--- config.mk ---
export PLATFORM = sky130hd
export DESIGN_NAME = rau_div
export DESIGN_NICKNAME = d
export VERILOG_FILES = /design/src/sv/rau_pkg.sv /design/src/sv/rau_div.sv
export SDC_FILE = /design/constraint.sdc
export NUM_CORES = 1
export LEC_CHECK = 0
export ABC_AREA = 1
export BUFFER_PORTS_ARGS = -buffer_cell sky130_fd_sc_hd__buf_2
export CAP_MARGIN = 20
export CORE_ASPECT_RATIO = 0.75
export CORE_MARGIN = 2
export CORE_UTILIZATION = 50
export CTS_CLUSTER_DIAMETER = 100
export DETAILED_ROUTE_END_ITERATION = 10
export GPL_ROUTABILITY_DRIVEN = 0
export HOLD_SLACK_MARGIN = 0.05
export PLACE_DENSITY = 0.75
export SLEW_MARGIN = 10
export SYNTH_ARGS = -nofsm -noshare
export SYNTH_HDL_FRONTEND = slang
export SYNTH_SLANG_ARGS = --single-unit
--- constraint.sdc ---
create_clock -name i_clk -period 4 [get_ports i_clk]
set_input_delay 0.2 -clock i_clk [delete_from_list [all_inputs] [get_ports i_clk]]
set_output_delay 0.2 -clock i_clk [all_outputs]
set_load 0.01 [all_outputs]
--- src/sv/rau_pkg.sv ---
// Shared types, constants and helpers for the rational arithmetic unit.
package rau_pkg;
    localparam int WIDTH = 32;
    localparam int DW = 2 * WIDTH;
    localparam int CW = $clog2(DW + 1);

    typedef enum logic [2:0] {
        OP_ADD = 3'd0,
        OP_SUB = 3'd1,
        OP_MUL = 3'd2,
        OP_DIV = 3'd3,
        OP_CMP = 3'd4
    } t_op;

    typedef enum logic [3:0] {
        S_IDLE,
        S_MUL1,
        S_MUL2,
        S_FORM,
        S_GCD,
        S_QN,
        S_QD,
        S_DONE
    } t_state;

    typedef struct packed {
        logic start;
        logic [DW-1:0] dividend;
        logic [DW-1:0] divisor;
    } t_div_req;

    typedef struct packed {
        logic done;
        logic [DW-1:0] quo;
        logic [DW-1:0] rem;
    } t_div_rsp;

    function automatic logic [DW-1:0] f_mag(input logic [DW-1:0] v);
        f_mag = v[DW-1] ? (~v + 1'b1) : v;
    endfunction
endpackage

--- src/sv/rau_div.sv ---
// Restoring unsigned divider, one quotient bit per cycle.
module rau_div (
    input  logic               i_clk,
    input  logic               i_rst_n,
    input  rau_pkg::t_div_req  i_req,
    output rau_pkg::t_div_rsp  o_rsp
);
    import rau_pkg::*;

    logic          r_busy;
    logic [CW-1:0] r_cnt;
    logic [DW-1:0] r_q;
    logic [DW-1:0] r_r;
    logic [DW-1:0] r_d;
    logic          r_done;
    logic [DW:0]   w_sh;
    logic [DW:0]   w_sub;

    assign w_sh  = {r_r, r_q[DW-1]};
    assign w_sub = w_sh - {1'b0, r_d};

    always_ff @(posedge i_clk) begin
        if (!i_rst_n) begin
            r_busy <= 1'b0;
            r_done <= 1'b0;
            r_cnt  <= '0;
        end else begin
            r_done <= 1'b0;
            if (i_req.start) begin
                r_busy <= 1'b1;
                r_cnt  <= CW'(DW);
                r_q    <= i_req.dividend;
                r_r    <= '0;
                r_d    <= i_req.divisor;
            end else if (r_busy) begin
                // shift in next dividend bit, subtract if it fits
                r_q <= {r_q[DW-2:0], ~w_sub[DW]};
                r_r <= w_sub[DW] ? w_sh[DW-1:0] : w_sub[DW-1:0];
                r_cnt <= r_cnt - 1'b1;
                if (r_cnt == CW'(1)) begin
                    r_busy <= 1'b0;
                    r_done <= 1'b1;
                end
            end
        end
    end

    assign o_rsp.done = r_done;
    assign o_rsp.quo  = r_q;
    assign o_rsp.rem  = r_r;

    a_done_pulse: assert property (@(posedge i_clk) disable iff (!i_rst_n)
        r_done |=> !r_done) else $error("divider done held");
    a_busy_cnt: assert property (@(posedge i_clk) disable iff (!i_rst_n)
        r_busy |-> r_cnt != '0) else $error("busy with zero count");
    a_start_idle: assert property (@(posedge i_clk) disable iff (!i_rst_n)
        i_req.start |-> !r_busy) else $error("start while busy");
endmodule

==> Flow_metrics.wiki <==
{| class="wikitable"
! Metric !! Value
|-
| Final std cells w/o fill || slightly below 3,000
|-
| Post-CTS Setup Bufs || 0
|-
| DRC violation count after routing || 0
|-
| Most instantiated flip-flop cell in the synthesis netlist || edfxtp_1
|-
| Post-cts repair resize count || 0
|-
| Die span in y || 152 um
|-
| Gate power share || approximately two fifths
|-
| Final critical-path share of the clock period || 80.8%
|-
| Register-to-register setup slack || 770 ps
|-
| Count of standard-cell rows || 54
|-
| Max-capacitance violation count || 0
|-
| Clock skew || about 37 ps
|-
| First-iteration detailed-routing DRC count || 1,629
|-
| # placed instances || between 2,000 and 3,000
|-
| Nets || between 2,000 and 3,000
|-
| CP max-delay cell || fa_1
|-
| Starting density of the core || just over 50%
|-
| Ratio of cells with drive above 1 in the final layout || 13.9%
|-
| Result of the run || finished, final reports clean
|-
| Core Area || 28,900 um^2
|-
| Net switching power || 3210 uW
|-
| Part of the total power dissipated in sequential elements || 34.4%
|-
| Leak Pwr || 0.00993 uW
|-
| Smallest setup slack after layout || 769 ps
|-
| Portion of the post-synthesis area used by sequential elements || 40.6%
|-
| Root buf cell || clkbuf_16
|-
| Placement-stage cell area || 16,200 um^2
|-
| Met3 capacity usage during global routing || 9.11%
|-
| Cells traversed along the worst timing path || inv_1 > ha_1 > fa_1 > inv_1 > nand2_1 > nand2_1 > nand3_1 > nand2_2 > nand2_1 > nand2_2 > nand2_2 > nand2_4 > nand2_4 > nand3_2 > nand2_8 > nor2_1 > nor2_1
|-
| Met2 routing resource usage after global routing || 44.8%
|-
| Most utilized layer in the global route result || met2
|-
| Mux share of post-synthesis cell area || 0%
|-
| Main combinational cell family by area after synthesis || simple AND/OR/NAND/NOR gates
|-
| Maximum fanout along the worst path || 63
|-
| Final std cell area, no fill || 18,300 um^2
|-
| Detail-routed net length per standard cell || 15.8 um
|-
| Initial antenna violation count || 0
|-
| Accumulated negative setup slack || 0 ps
|-
| Slew HR || 40.4%
|-
| Vias after detailed routing || 14,800
|-
| Final Max Tran Viols || 0
|-
| Number of ports placed on the die boundary || between 200 and 300
|-
| Buffer levels on the longest clock path || 3
|-
| Number of levels the H-tree was split into || 1
|-
| Category of the most critical setup path || register to register
|-
| Power, Total || 8140 uW
|-
| Count of flip-flops with a built-in enable after synthesis || 192
|-
| Met1 usage in global routing || around two fifths
|-
| Drt pass-1 iters || 7
|-
| Synthesized instance count || 2,144
|-
| Full die area || 30,700 um^2
|-
| Sink Count || 201
|-
| Post-synth net total || 2,342
|-
| RSZ-0062 raised after global routing || no
|-
| Pre-CTS setup slack || 969 ps
|-
| Post-synthesis register bit count || 201
|-
| Cell Pwr Density || 446 nW/um^2
|-
| Ranking of synthesized cells by area || edfxtp_1 (39%), nand2_1 (24%), inv_1 (11%)
|-
| Number of failing hold endpoints at the final stage || 0
|-
| Worst Path Required || ~4300 ps
|-
| Fraction of power consumed by the clock network || roughly a quarter
|-
| Global route total overflow || 0
|-
| Yosys warning count || 0
|-
| Setup Viol. Count Final || 0
|-
| Post-synthesis simple-gate area fraction || 36.1%
|-
| Internal Dissipation || around 5000 uW
|-
| Register clock-pin slew on the reported worst setup and hold paths || 60 ps
|-
| Horizontal die dimension || 202 um
|-
| Crit-path max cell delay || 430 ps
|-
| Worst endpoint data arrival time || 3490 ps
|-
| Post-synth cell types || 40
|-
| Number of inserted diodes || 0
|-
| Fraction of synthesized cell area in xor and xnor cells || 1.92%
|-
| Post-synth design cell area || approximately 15,000 um^2
|-
| Sort of element at the end of the critical path || register
|-
| Wire length of the first global-routing pass || 72.5 mm
|-
| Via count of the first global-routing pass || 14,100
|-
| Worst ir drop on vdd || about 310 uV
|-
| Insertion delay to the later sink of the worst-skew pair || 560 ps
|-
| Post-route ant nets || 0
|-
| Quantity of hold-fixing buffers added after cts || between 100 and 150
|-
| Largest area contributor in the netlist || edfxtp_1
|-
| Average via count per standard cell || slightly above 5
|-
| Element type at the critical path start || register
|-
| Gr usage total || between 20% and 30%
|-
| IO buf count || 259
|-
| Adder-cell share of the synthesized area || 5.78%
|-
| Avg Cell Area, Syn || 6.82 um^2
|-
| Class of the worst hold path || input port to register
|-
| Area share of the largest cell type after synthesis || 39.4%
|-
| Post-synthesis compound-gate area fraction || 3.09%
|-
| Synth async-reset ratio || 0%
|-
| Final critical delay including setup and external delays || 3230 ps
|-
| Routed wire length || 46.2 mm
|-
| Area Growth Syn to Fin || 24.8%
|-
| TritonCTS clock tree || built
|-
| Inserted Clock Buffers || 22
|-
| Highest achievable clock rate || 310 MHz
|-
| Post-detailed-placement half-perimeter wirelength || around 34 mm
|-
| Slew at the pin with the worst max-slew slack || between 800 and 900 ps
|-
| Largest net degree at the start of global routing || 129
|-
| Switching part of the total || 39.4%
|}
-- flip-flops by register name (all words and copies together) (netlist names) --
| signal | count |
|---|---|
| r_d | 64 |
| r_q | 64 |
| r_r | 64 |
| r_cnt | 7 |
| r_busy | 1 |
| r_done | 1 |
-- power by group through the flow --
stage	registers, uW	logic (uW)	clock network (uW)
detailed placement	2830	3070	0
CTS	2790	3180	2120
global route	2830	3620	2200
floorplan	2890	2160	0
finish	2800	3260	2080
global placement	2830	3010	0
-- cells in the final DEF (no fill, tap or decap), types with 18 or more instances in the layout --
master         instances
nand3_1               60
buf_2                259
nand2_2               18
inv_1                408
nand2_1              928
ha_1                  66
xor2_1                32
a21oi_1               59
dlygate4sd3_1        129
clkbuf_16             22
edfxtp_1             192
nor2_1               226
-- cell families (layout without fill, tap and decap cells) --
logic type | count (synthesis) | after routing
compound gates | 82 | 82
xor+xnor | 32 | 32
fa+ha+maj | 67 | 67
buf+inv | 458 | 853
flops | 201 | 201
simple gates | 1304 | 1304
-- through the flow --
stage                     hold WS, ps  utilization [%]
after CTS                         112             63.1
final                             139             63.1
after floorplan                   299                -
after detailed placement          378             56.1
after global routing              132             63.1
after global placement            377             56.1
-- final timing paths --
path,start,to,cells after the start
setup reg to reg,r_q[63],r_r[38],17
hold reg to reg,r_cnt[6],r_cnt[6],2
hold / removal,i_req[128],r_done,2
setup / recovery,r_q[63],r_r[38],17
-- metal layers --
metal | share of wire (%) | routed length [um]
met2 | 42 | 19400
met4 | 3.7 | 1730
met3 | 12 | 5720
met5 | 0 | 0
met1 | 42 | 19400
-- cell usage after synthesis (2+ instances only) --
library cell,count
o21ai_0,8
nor2_4,5
inv_1,410
a21oi_2,2
nand2_8,2
inv_2,11
nor2_1,226
nor3_1,13
a21oi_1,59
dfxtp_1,9
o21bai_1,9
nor4_1,3
nand2_1,929
nand4_1,14
buf_2,5
nor2_2,8
nand3b_1,14
nand2_2,18
nand3_1,60
xor2_1,32
edfxtp_1,192
ha_1,66
nand3_2,2
buf_6,11
nand2_4,5
clkbuf_1,17
-- critical path: cells and delay by family (launching register included) --
family	cells	cell delay, ps
fa+ha+maj	2	650
buf+inv	2	200
flops	1	390
simple gates	13	1690
-- layout make-up --
cell class	instances	area, um^2
Multi-Input combinational cell	1485	6870
Inverter	422	1590
Clock buffer	32	618
Fill cell	2580	10700
Timing Repair Buffer	393	2640
Clock inverter	6	108
Tap cell	392	490
Sequential cell	201	5950
(Power assumes the default switching activity.)
